File: src/rtl/nrpp_pkg.sv
// Shared constants, codes and control types of the RMC position parser.
package nrpp_pkg;

    // Default sizes, handed to the top-level parameters.
    localparam int MAX_SENTENCE_DEF    = 82;
    localparam int MAX_COORD_CHARS_DEF = 14;

    // Fixed widths of the sentence bookkeeping.
    localparam int POS_W   = 7;
    localparam int LEN_W   = 4;
    localparam int FIELD_W = 4;
    localparam int CNT_W   = LEN_W + 1;

    // Characters that steer the parse.
    localparam logic [7:0] LINE_FEED  = 8'h0A;
    localparam logic [7:0] CHAR_DOLLAR = 8'h24;
    localparam logic [7:0] CHAR_COMMA = 8'h2C;
    localparam logic [7:0] CHAR_WARN  = 8'h56;
    localparam logic [7:0] CHAR_NUL   = 8'h00;

    // Payload field numbers.
    localparam logic [FIELD_W-1:0] FIELD_STATUS    = 4'd1;
    localparam logic [FIELD_W-1:0] FIELD_LATITUDE  = 4'd2;
    localparam logic [FIELD_W-1:0] FIELD_LONGITUDE = 4'd4;
    localparam logic [FIELD_W-1:0] FIELD_SATURATED = 4'd15;

    // Header byte positions.
    localparam logic [POS_W-1:0] POS_TYPE_LAST = 7'd5;
    localparam logic [POS_W-1:0] POS_SKIP      = 7'd6;

    // Result item kinds.
    localparam logic [1:0] KIND_OUTCOME   = 2'd0;
    localparam logic [1:0] KIND_LATITUDE  = 2'd1;
    localparam logic [1:0] KIND_LONGITUDE = 2'd2;

    // Sentence outcome codes.
    localparam logic [1:0] OC_OK       = 2'd0;
    localparam logic [1:0] OC_NO_DOLLAR = 2'd1;
    localparam logic [1:0] OC_REJECT   = 2'd2;
    localparam logic [1:0] OC_OVERFLOW = 2'd3;

    // Commands from the controller to the datapath.
    typedef struct packed {
        logic accept;     // take the input byte
        logic load_next;  // load the next coordinate character into the output
    } nrpp_cmd_t;

    // Status from the datapath to the controller.
    typedef struct packed {
        logic emit;       // the presented byte produces results
        logic last;       // the item in the output register is the final one
    } nrpp_status_t;

    // Expected sentence type character at header positions 1 to 5.
    function automatic logic [7:0] type_char(input logic [POS_W-1:0] pos);
        logic [7:0] ch;
        case (pos)
            7'd1:    ch = 8'h47;  // G
            7'd2:    ch = 8'h50;  // P
            7'd3:    ch = 8'h52;  // R
            7'd4:    ch = 8'h4D;  // M
            7'd5:    ch = 8'h43;  // C
            default: ch = 8'h00;
        endcase
        return ch;
    endfunction

endpackage

File: src/rtl/nrpp_ctrl.sv
// Controller state machine that sequences byte intake and result delivery.
module nrpp_ctrl
    import nrpp_pkg::*;
(
    input  logic         aclk,
    input  logic         aresetn,
    input  logic         s_valid,
    output logic         s_ready,
    output logic         m_valid,
    input  logic         m_ready,
    input  nrpp_status_t status,
    output nrpp_cmd_t    cmd
);

    localparam logic [0:0] ST_IDLE = 1'b0;
    localparam logic [0:0] ST_SEND = 1'b1;

    logic [0:0] state_reg;
    logic [0:0] state_next;

    // Next state and command decode.
    always_comb begin
        state_next    = state_reg;
        cmd.accept    = 1'b0;
        cmd.load_next = 1'b0;
        case (state_reg)
            ST_IDLE: begin
                if (s_valid) begin
                    cmd.accept = 1'b1;
                    if (status.emit) begin
                        state_next = ST_SEND;
                    end
                end
            end
            ST_SEND: begin
                if (m_ready) begin
                    if (status.last) begin
                        state_next = ST_IDLE;
                    end else begin
                        cmd.load_next = 1'b1;
                    end
                end
            end
            default: begin
                state_next = ST_IDLE;
            end
        endcase
    end

    assign s_ready = (state_reg == ST_IDLE);
    assign m_valid = (state_reg == ST_SEND);

    // State register.
    always_ff @(posedge aclk) begin
        if (!aresetn) begin
            state_reg <= ST_IDLE;
        end else begin
            state_reg <= state_next;
        end
    end

endmodule

File: src/rtl/nrpp_datapath.sv
// Datapath: sentence parse state, coordinate banks and the output register.
module nrpp_datapath
    import nrpp_pkg::*;
#(
    parameter int MAX_SENTENCE    = MAX_SENTENCE_DEF,
    parameter int MAX_COORD_CHARS = MAX_COORD_CHARS_DEF
) (
    input  logic         aclk,
    input  logic         aresetn,
    input  logic [7:0]   rx_byte,
    input  nrpp_cmd_t    cmd,
    output nrpp_status_t status,
    output logic [1:0]   item_kind,
    output logic [1:0]   outcome,
    output logic [7:0]   char_value,
    output logic         last
);

    localparam int IDX_W = (MAX_COORD_CHARS > 1) ? $clog2(MAX_COORD_CHARS) : 1;

    // Sentence state.
    logic [POS_W-1:0]   pos_reg, pos_next;
    logic               header_ok_reg, header_ok_next;
    logic [FIELD_W-1:0] field_reg, field_next;
    logic               warn_reg, warn_next;
    logic               fstart_reg, fstart_next;
    logic [LEN_W-1:0]   lat_len_reg, lat_len_next;
    logic [LEN_W-1:0]   lon_len_reg, lon_len_next;
    logic               lat_seen_reg, lat_seen_next;
    logic               lon_seen_reg, lon_seen_next;

    // Committed position: length and bank select per coordinate.
    logic [LEN_W-1:0]   slat_len_reg, slat_len_next;
    logic [LEN_W-1:0]   slon_len_reg, slon_len_next;
    logic               lat_sel_reg, lat_sel_next;
    logic               lon_sel_reg, lon_sel_next;

    // Two banks per coordinate: one committed, the other being filled.
    logic [7:0] lat_mem_reg [2][MAX_COORD_CHARS];
    logic [7:0] lon_mem_reg [2][MAX_COORD_CHARS];
    logic       lat_wr, lon_wr;

    // Result delivery.
    logic [CNT_W-1:0] emit_cnt_reg, emit_cnt_next;
    logic [1:0]       kind_reg, kind_next;
    logic [1:0]       oc_reg, oc_next;
    logic [7:0]       char_reg, char_next;
    logic             last_reg, last_next;

    logic             is_lf, is_ovf;
    logic [CNT_W-1:0] total, lon_off, cnt_inc;
    logic             in_lat;
    logic [1:0]       lf_oc;
    logic [LEN_W-1:0] new_slat, new_slon;

    assign is_lf  = (rx_byte == LINE_FEED);
    assign is_ovf = !is_lf && (pos_reg >= POS_W'(MAX_SENTENCE));

    assign status.emit = is_lf || is_ovf;
    assign status.last = last_reg;

    // Character sequencing over the committed banks.
    assign total   = CNT_W'(slat_len_reg) + CNT_W'(slon_len_reg);
    assign in_lat  = (emit_cnt_reg < CNT_W'(slat_len_reg));
    assign lon_off = emit_cnt_reg - CNT_W'(slat_len_reg);
    assign cnt_inc = emit_cnt_reg + CNT_W'(1);

    // Line feed outcome and the lengths it commits.
    always_comb begin
        if (pos_reg == '0 || !header_ok_reg) begin
            lf_oc = OC_NO_DOLLAR;
        end else if (pos_reg < POS_SKIP || warn_reg) begin
            lf_oc = OC_REJECT;
        end else begin
            lf_oc = OC_OK;
        end
        new_slat = (lf_oc == OC_OK && lat_seen_reg) ? lat_len_reg : slat_len_reg;
        new_slon = (lf_oc == OC_OK && lon_seen_reg) ? lon_len_reg : slon_len_reg;
    end

    // Parse and delivery next-state logic.
    always_comb begin
        pos_next       = pos_reg;
        header_ok_next = header_ok_reg;
        field_next     = field_reg;
        warn_next      = warn_reg;
        fstart_next    = fstart_reg;
        lat_len_next   = lat_len_reg;
        lon_len_next   = lon_len_reg;
        lat_seen_next  = lat_seen_reg;
        lon_seen_next  = lon_seen_reg;
        slat_len_next  = slat_len_reg;
        slon_len_next  = slon_len_reg;
        lat_sel_next   = lat_sel_reg;
        lon_sel_next   = lon_sel_reg;
        emit_cnt_next  = emit_cnt_reg;
        kind_next      = kind_reg;
        oc_next        = oc_reg;
        char_next      = char_reg;
        last_next      = last_reg;
        lat_wr         = 1'b0;
        lon_wr         = 1'b0;

        if (cmd.accept) begin
            if (is_lf || is_ovf) begin
                // Sentence ends: present the outcome item and start over.
                pos_next       = '0;
                header_ok_next = 1'b1;
                field_next     = '0;
                warn_next      = 1'b0;
                fstart_next    = 1'b0;
                lat_len_next   = '0;
                lon_len_next   = '0;
                lat_seen_next  = 1'b0;
                lon_seen_next  = 1'b0;
                emit_cnt_next  = '0;
                kind_next      = KIND_OUTCOME;
                char_next      = CHAR_NUL;
                if (is_lf) begin
                    oc_next = lf_oc;
                    last_next = (lf_oc != OC_OK) ||
                                (new_slat == '0 && new_slon == '0);
                    if (lf_oc == OC_OK && lat_seen_reg) begin
                        slat_len_next = lat_len_reg;
                        lat_sel_next  = !lat_sel_reg;
                    end
                    if (lf_oc == OC_OK && lon_seen_reg) begin
                        slon_len_next = lon_len_reg;
                        lon_sel_next  = !lon_sel_reg;
                    end
                end else begin
                    oc_next   = OC_OVERFLOW;
                    last_next = 1'b1;
                end
            end else begin
                // Header checks, then payload field parsing.
                pos_next = pos_reg + POS_W'(1);
                if (pos_reg == '0) begin
                    if (rx_byte != CHAR_DOLLAR) begin
                        header_ok_next = 1'b0;
                    end
                end else if (pos_reg <= POS_TYPE_LAST) begin
                    if (rx_byte != type_char(pos_reg)) begin
                        warn_next = 1'b1;
                    end
                end else if (pos_reg == POS_SKIP) begin
                    fstart_next = 1'b1;
                end else if (header_ok_reg && !warn_reg) begin
                    if (rx_byte == CHAR_NUL) begin
                        field_next  = FIELD_SATURATED;
                        fstart_next = 1'b0;
                    end else if (field_reg != FIELD_SATURATED) begin
                        if (rx_byte == CHAR_COMMA) begin
                            field_next  = field_reg + FIELD_W'(1);
                            fstart_next = 1'b1;
                            if (field_next == FIELD_LATITUDE) begin
                                lat_seen_next = 1'b1;
                            end
                            if (field_next == FIELD_LONGITUDE) begin
                                lon_seen_next = 1'b1;
                            end
                        end else begin
                            fstart_next = 1'b0;
                            if (field_reg == FIELD_STATUS && fstart_reg &&
                                rx_byte == CHAR_WARN) begin
                                warn_next = 1'b1;
                            end else if (field_reg == FIELD_LATITUDE) begin
                                if (lat_len_reg < LEN_W'(MAX_COORD_CHARS)) begin
                                    lat_wr       = 1'b1;
                                    lat_len_next = lat_len_reg + LEN_W'(1);
                                end
                            end else if (field_reg == FIELD_LONGITUDE) begin
                                if (lon_len_reg < LEN_W'(MAX_COORD_CHARS)) begin
                                    lon_wr       = 1'b1;
                                    lon_len_next = lon_len_reg + LEN_W'(1);
                                end
                            end
                        end
                    end
                end
            end
        end

        // Next coordinate character into the output register.
        if (cmd.load_next) begin
            oc_next       = OC_OK;
            emit_cnt_next = cnt_inc;
            last_next     = (cnt_inc == total);
            if (in_lat) begin
                kind_next = KIND_LATITUDE;
                char_next = lat_mem_reg[lat_sel_reg][emit_cnt_reg[IDX_W-1:0]];
            end else begin
                kind_next = KIND_LONGITUDE;
                char_next = lon_mem_reg[lon_sel_reg][lon_off[IDX_W-1:0]];
            end
        end
    end

    // Control registers.
    always_ff @(posedge aclk) begin
        if (!aresetn) begin
            pos_reg       <= '0;
            header_ok_reg <= 1'b1;
            field_reg     <= '0;
            warn_reg      <= 1'b0;
            fstart_reg    <= 1'b0;
            lat_len_reg   <= '0;
            lon_len_reg   <= '0;
            lat_seen_reg  <= 1'b0;
            lon_seen_reg  <= 1'b0;
            slat_len_reg  <= '0;
            slon_len_reg  <= '0;
            lat_sel_reg   <= 1'b0;
            lon_sel_reg   <= 1'b0;
            emit_cnt_reg  <= '0;
            last_reg      <= 1'b1;
        end else begin
            pos_reg       <= pos_next;
            header_ok_reg <= header_ok_next;
            field_reg     <= field_next;
            warn_reg      <= warn_next;
            fstart_reg    <= fstart_next;
            lat_len_reg   <= lat_len_next;
            lon_len_reg   <= lon_len_next;
            lat_seen_reg  <= lat_seen_next;
            lon_seen_reg  <= lon_seen_next;
            slat_len_reg  <= slat_len_next;
            slon_len_reg  <= slon_len_next;
            lat_sel_reg   <= lat_sel_next;
            lon_sel_reg   <= lon_sel_next;
            emit_cnt_reg  <= emit_cnt_next;
            last_reg      <= last_next;
        end
    end

    // Payload registers: output item and coordinate character banks.
    always_ff @(posedge aclk) begin
        kind_reg <= kind_next;
        oc_reg   <= oc_next;
        char_reg <= char_next;
        if (lat_wr) begin
            lat_mem_reg[!lat_sel_reg][lat_len_reg[IDX_W-1:0]] <= rx_byte;
        end
        if (lon_wr) begin
            lon_mem_reg[!lon_sel_reg][lon_len_reg[IDX_W-1:0]] <= rx_byte;
        end
    end

    assign item_kind  = kind_reg;
    assign outcome    = oc_reg;
    assign char_value = char_reg;
    assign last       = last_reg;

endmodule

File: src/rtl/nmea_rmc_position_parser.sv
// Top level of the RMC position parser: controller plus datapath.
//
// The s_ channel takes one received byte per request (s_rx_byte). Bytes that do
// not end a sentence are absorbed with no result in the cycle they are accepted,
// and s_ready stays high, so one byte is taken per cycle while no results are
// pending.
// A line feed, or a byte that overruns the sentence limit, produces results on
// the m_ channel: an outcome request first, then on success the committed
// latitude characters and then the longitude characters, with m_last on the
// final one. The first result is valid in the cycle after the byte is accepted,
// and each further result follows in the cycle after the previous one is taken.
// A burst thus holds the input until its last result request is taken;
// the single output register sets this.
// While m_ready is low the current result holds and s_ready stays low.
// Reset (aresetn low, synchronous) clears the sentence state and the committed
// position lengths; no result is pending afterward.
module nmea_rmc_position_parser
    import nrpp_pkg::*;
#(
    parameter int MAX_SENTENCE    = MAX_SENTENCE_DEF,
    parameter int MAX_COORD_CHARS = MAX_COORD_CHARS_DEF
) (
    input  logic       aclk,
    input  logic       aresetn,
    input  logic       s_valid,
    output logic       s_ready,
    input  logic [7:0] s_rx_byte,
    output logic       m_valid,
    input  logic       m_ready,
    output logic [1:0] m_item_kind,
    output logic [1:0] m_outcome,
    output logic [7:0] m_char_value,
    output logic       m_last
);

    nrpp_cmd_t    cmd;
    nrpp_status_t status;

    // Sequencing of intake and delivery.
    nrpp_ctrl u_ctrl (
        .aclk    (aclk),
        .aresetn (aresetn),
        .s_valid (s_valid),
        .s_ready (s_ready),
        .m_valid (m_valid),
        .m_ready (m_ready),
        .status  (status),
        .cmd     (cmd)
    );

    // Parsing state, coordinate storage and the output register.
    nrpp_datapath #(
        .MAX_SENTENCE    (MAX_SENTENCE),
        .MAX_COORD_CHARS (MAX_COORD_CHARS)
    ) u_datapath (
        .aclk       (aclk),
        .aresetn    (aresetn),
        .rx_byte    (s_rx_byte),
        .cmd        (cmd),
        .status     (status),
        .item_kind  (m_item_kind),
        .outcome    (m_outcome),
        .char_value (m_char_value),
        .last       (m_last)
    );

endmodule

File: config.mk
export PLATFORM = sky130hd
export DESIGN_NAME = nmea_rmc_position_parser
export DESIGN_NICKNAME = d
export VERILOG_FILES = /design/src/rtl/nrpp_pkg.sv /design/src/rtl/nrpp_ctrl.sv /design/src/rtl/nrpp_datapath.sv /design/src/rtl/nmea_rmc_position_parser.sv
export SDC_FILE = /design/constraint.sdc
export NUM_CORES = 1
export LEC_CHECK = 0
export BUFFER_PORTS_ARGS = -buffer_cell sky130_fd_sc_hd__buf_2
export CORE_AREA = 2 2 208 210
export DETAILED_ROUTE_END_ITERATION = 8
export DIE_AREA = 0 0 210 212
export MAX_ROUTING_LAYER = met4
export PLACE_DENSITY_LB_ADDON = 0.12
export SLEW_MARGIN = 20
export SYNTH_ARGS = -nofsm -noshare
export SYNTH_HDL_FRONTEND = slang
export SYNTH_SLANG_ARGS = --single-unit
File: constraint.sdc
create_clock -name aclk -period 3.3 [get_ports aclk]
set_input_delay 0.165 -clock aclk [delete_from_list [all_inputs] [get_ports aclk]]
set_output_delay 0.165 -clock aclk [all_outputs]
set_load 0.05 [all_outputs]
==> run metrics <==
H-tree depth reported by CTS 2; XOR/XNOR share of the synthesized area 1.01%; DRT Pass-1 Iters 5; Arrival @ worst endpoint between 3000 and 4000 ps; Cell Chain, Critical Path inv_1, ha_1, nand3b_1, a211o_1, nor3_2, buf_4, nand4_1, nor2_1, buf_4; status completed; Power Total 12.8 mW; clock buffer depth 3; clk_lat worst skew between 500 and 600 ps; Period minus WS final 3050 ps; Clk pin slew, worst setup/hold paths 60 ps; Crit. End Element register; DP Area approximately 0.022 mm²; PostCTS Resize Cnt 0; Post-Layout Cell Count around 1900; Clk network pwr share 43.9%; fraction of registers with async set/reset 0%; DRT iter0 DRCs 1053; gpl congestion 0.873; Worst path slowest cell dfxtp_1; P_int 10.3 mW; Mean Syn Cell Area between 15 and 20 µm²; Simple-Gate Fraction of Synth Area roughly 7%; post-route ant nets 0; Switching Share 19.8%; wire per inst 25.8 µm; gr ovfl total 0; Synth Net Count 1226; die width approximately 210 µm; EDFF count, synth 458; I/O Buffers 26; Root Buffer clkbuf_16; Cell Area, Synth 0.0209 mm²; largest family of logic cells by synthesized area multiplexers; Hold-fix buffers, CTS 2; sequential share of the synthesized area 70.2%; worst relative slew slack 41.2%; synthesis warning total 0; Pleak 7.82 nW; final instance area 0.0239 mm²; unrepaired setup endpoints after global routing false; CTS tree yes; fin crit share between 90 and 100%; Placed Cells incl. Taps 1801; f_max between 0.3 and 0.4 GHz; Fin Hold WS 67.4 ps; initial antenna violation count 1; Via Count 11300; DP Wirelength 31800 µm; fin. max-slew vios 0; commonest non-fill, non-tap cells in the layout edfxtp_1 (458), mux4_2 (116), nor2_1 (108); Least-Margin Pin Slew 882 ps; total CTS buffers 51; DRT Wirelength 48800 µm; core area 0.0425 mm²; Seq pwr share around 54%; global-route wire length before repair 73400 µm; vias in the first global route 11400; starting density of the core 49.1%; peak supply drop 0.456 mV; postcts setup bufs 0; most used cell, CP buf_4; Sink Count ~500; max-cap violations 0; post-place setup slack roughly 330 ps; CP max FO 11; Setup Skew 17.4 ps; number of synthesized register bits 503; drt drc 0; Final #Nets 1350; setup_tns 0 ps; HP Class input pin to register; Post-Synth Adder-Cell Area between 1.5 and 2%; Synth Area in Compound Gates 4.59%; total net switching power between 2 and 3 mW; CP startpoint kind register; Crit Path Class register to register; layout cells sized above 1 27.2%; Worst Setup Slack, final 254 ps; Area Overhead vs Synth 14.3%; Die Ht about 210 µm; post-synthesis mux area share a little over an eighth; CP max stage delay 480 ps; pin count of the biggest net entering global routing 57; Via density 5.96; most common cell after layout, fill and taps aside edfxtp_1; ys flop type edfxtp_1; Row Count 76; Cell variety after synth 80; final setup vio count 0; IO Pins 27; Comb pwr share approximately 1.9%; Core Util, Final between 50% and 60%; PD cells ~540 mW/mm²; Overall Global Routing Usage about a quarter; Cells after Synth 1186; final hold violations 0; Req. time, crit path between 3000 and 4000 ps; full die area 0.0445 mm²
worst paths after layout:
check             slack, ps  cells past startpoint                                 start                                 endpoint
setup / recovery        250                      9    u_datapath.pos_reg[1]$_SDFFE_PN0P_  u_datapath.lat_mem_reg[0][17]$_DFFE_PP_
setup reg to reg        250                      9    u_datapath.pos_reg[1]$_SDFFE_PN0P_  u_datapath.lat_mem_reg[0][17]$_DFFE_PP_
hold reg to reg         500                      2  u_datapath.lat_seen_reg$_SDFFE_PN0P_     u_datapath.lat_seen_reg$_SDFFE_PN0P_
hold / removal           70                      1                          s_rx_byte[3]  u_datapath.lon_mem_reg[1][99]$_DFFE_PP_
kinds of logic after synthesis:
| kind of cell | Yosys count |
|---|---|
| buffers and inverters | 85 |
| muxes | 135 |
| adders and majority gates | 28 |
| AOI/OAI and AO/OA | 131 |
| DFF | 503 |
| and+or+nand+nor | 280 |
| xor gates and xnor gates | 24 |
final cells by class:
| class | count | area, µm² |
|---|---|---|
| clock buffer | 67 | 1400 |
| antenna | 1 | 2.50 |
| clock inverter | 24 | 226 |
| inverter | 25 | 93.8 |
| timing repair buffer | 131 | 986 |
| fill | 3286 | 18600 |
| sequential | 503 | 14700 |
| tap | 546 | 683 |
| multi-input combinational | 598 | 5820 |
power by group through the flow:
stage | Combinational (mW) | Sequential, mW | Clock [mW]
2_1_floorplan | 0.0717 | 7.10 | 0
3_3_place_gp | 0.235 | 7.09 | 0
3_5_place_dp | 0.237 | 7.09 | 0
4_1_cts | 0.240 | 6.95 | 5.75
5_1_grt | 0.262 | 6.95 | 5.97
6_report | 0.237 | 6.96 | 5.62
layer usage:
metal | wire length, µm | GRT usage [%]
met5 | 0 | -
met4 | 1130 | 6.11
met3 | 3460 | 4.46
met2 | 22600 | 34.9
met1 | 21700 | 33.6
cells in the mapped netlist, drive strengths merged (3+ instances only):
cell | number | area (µm²)
nand3b | 6 | 45.0
a31o | 8 | 70.1
clkbuf | 25 | 95.1
a21boi | 3 | 22.5
a221oi | 5 | 43.8
a21o | 3 | 22.5
nand3 | 43 | 255
nor4 | 11 | 105
a211o | 4 | 35.0
nand4 | 13 | 130
buf | 35 | 231
a31oi | 10 | 62.6
edfxtp | 458 | 13800
a22oi | 24 | 180
o2111ai | 3 | 26.3
and3 | 5 | 31.3
ha | 26 | 325
nor2b | 4 | 25.0
nand2 | 56 | 213
nor3 | 14 | 101
mux4 | 116 | 2610
a211oi | 4 | 30.0
dfxtp | 45 | 901
nand2b | 3 | 18.8
inv | 25 | 93.8
xor2 | 10 | 87.6
nor2 | 109 | 417
or3 | 5 | 31.3
mux2 | 8 | 90.1
mux2i | 11 | 110
o31ai | 5 | 37.5
o21ai | 15 | 78.8
xnor2 | 14 | 123
a21oi | 22 | 114
o211ai | 6 | 45.0
worst max-delay path: cells and delay by family (launching register included):
| family | cells | cell delay (ps) |
|---|---|---|
| AOI/OAI and AO/OA | 1 | 410 |
| and+or+nand+nor | 4 | 1040 |
| DFF | 1 | 480 |
| adders and majority gates | 1 | 290 |
| buffers and inverters | 3 | 530 |
Power figures use the tool's default switching activity.
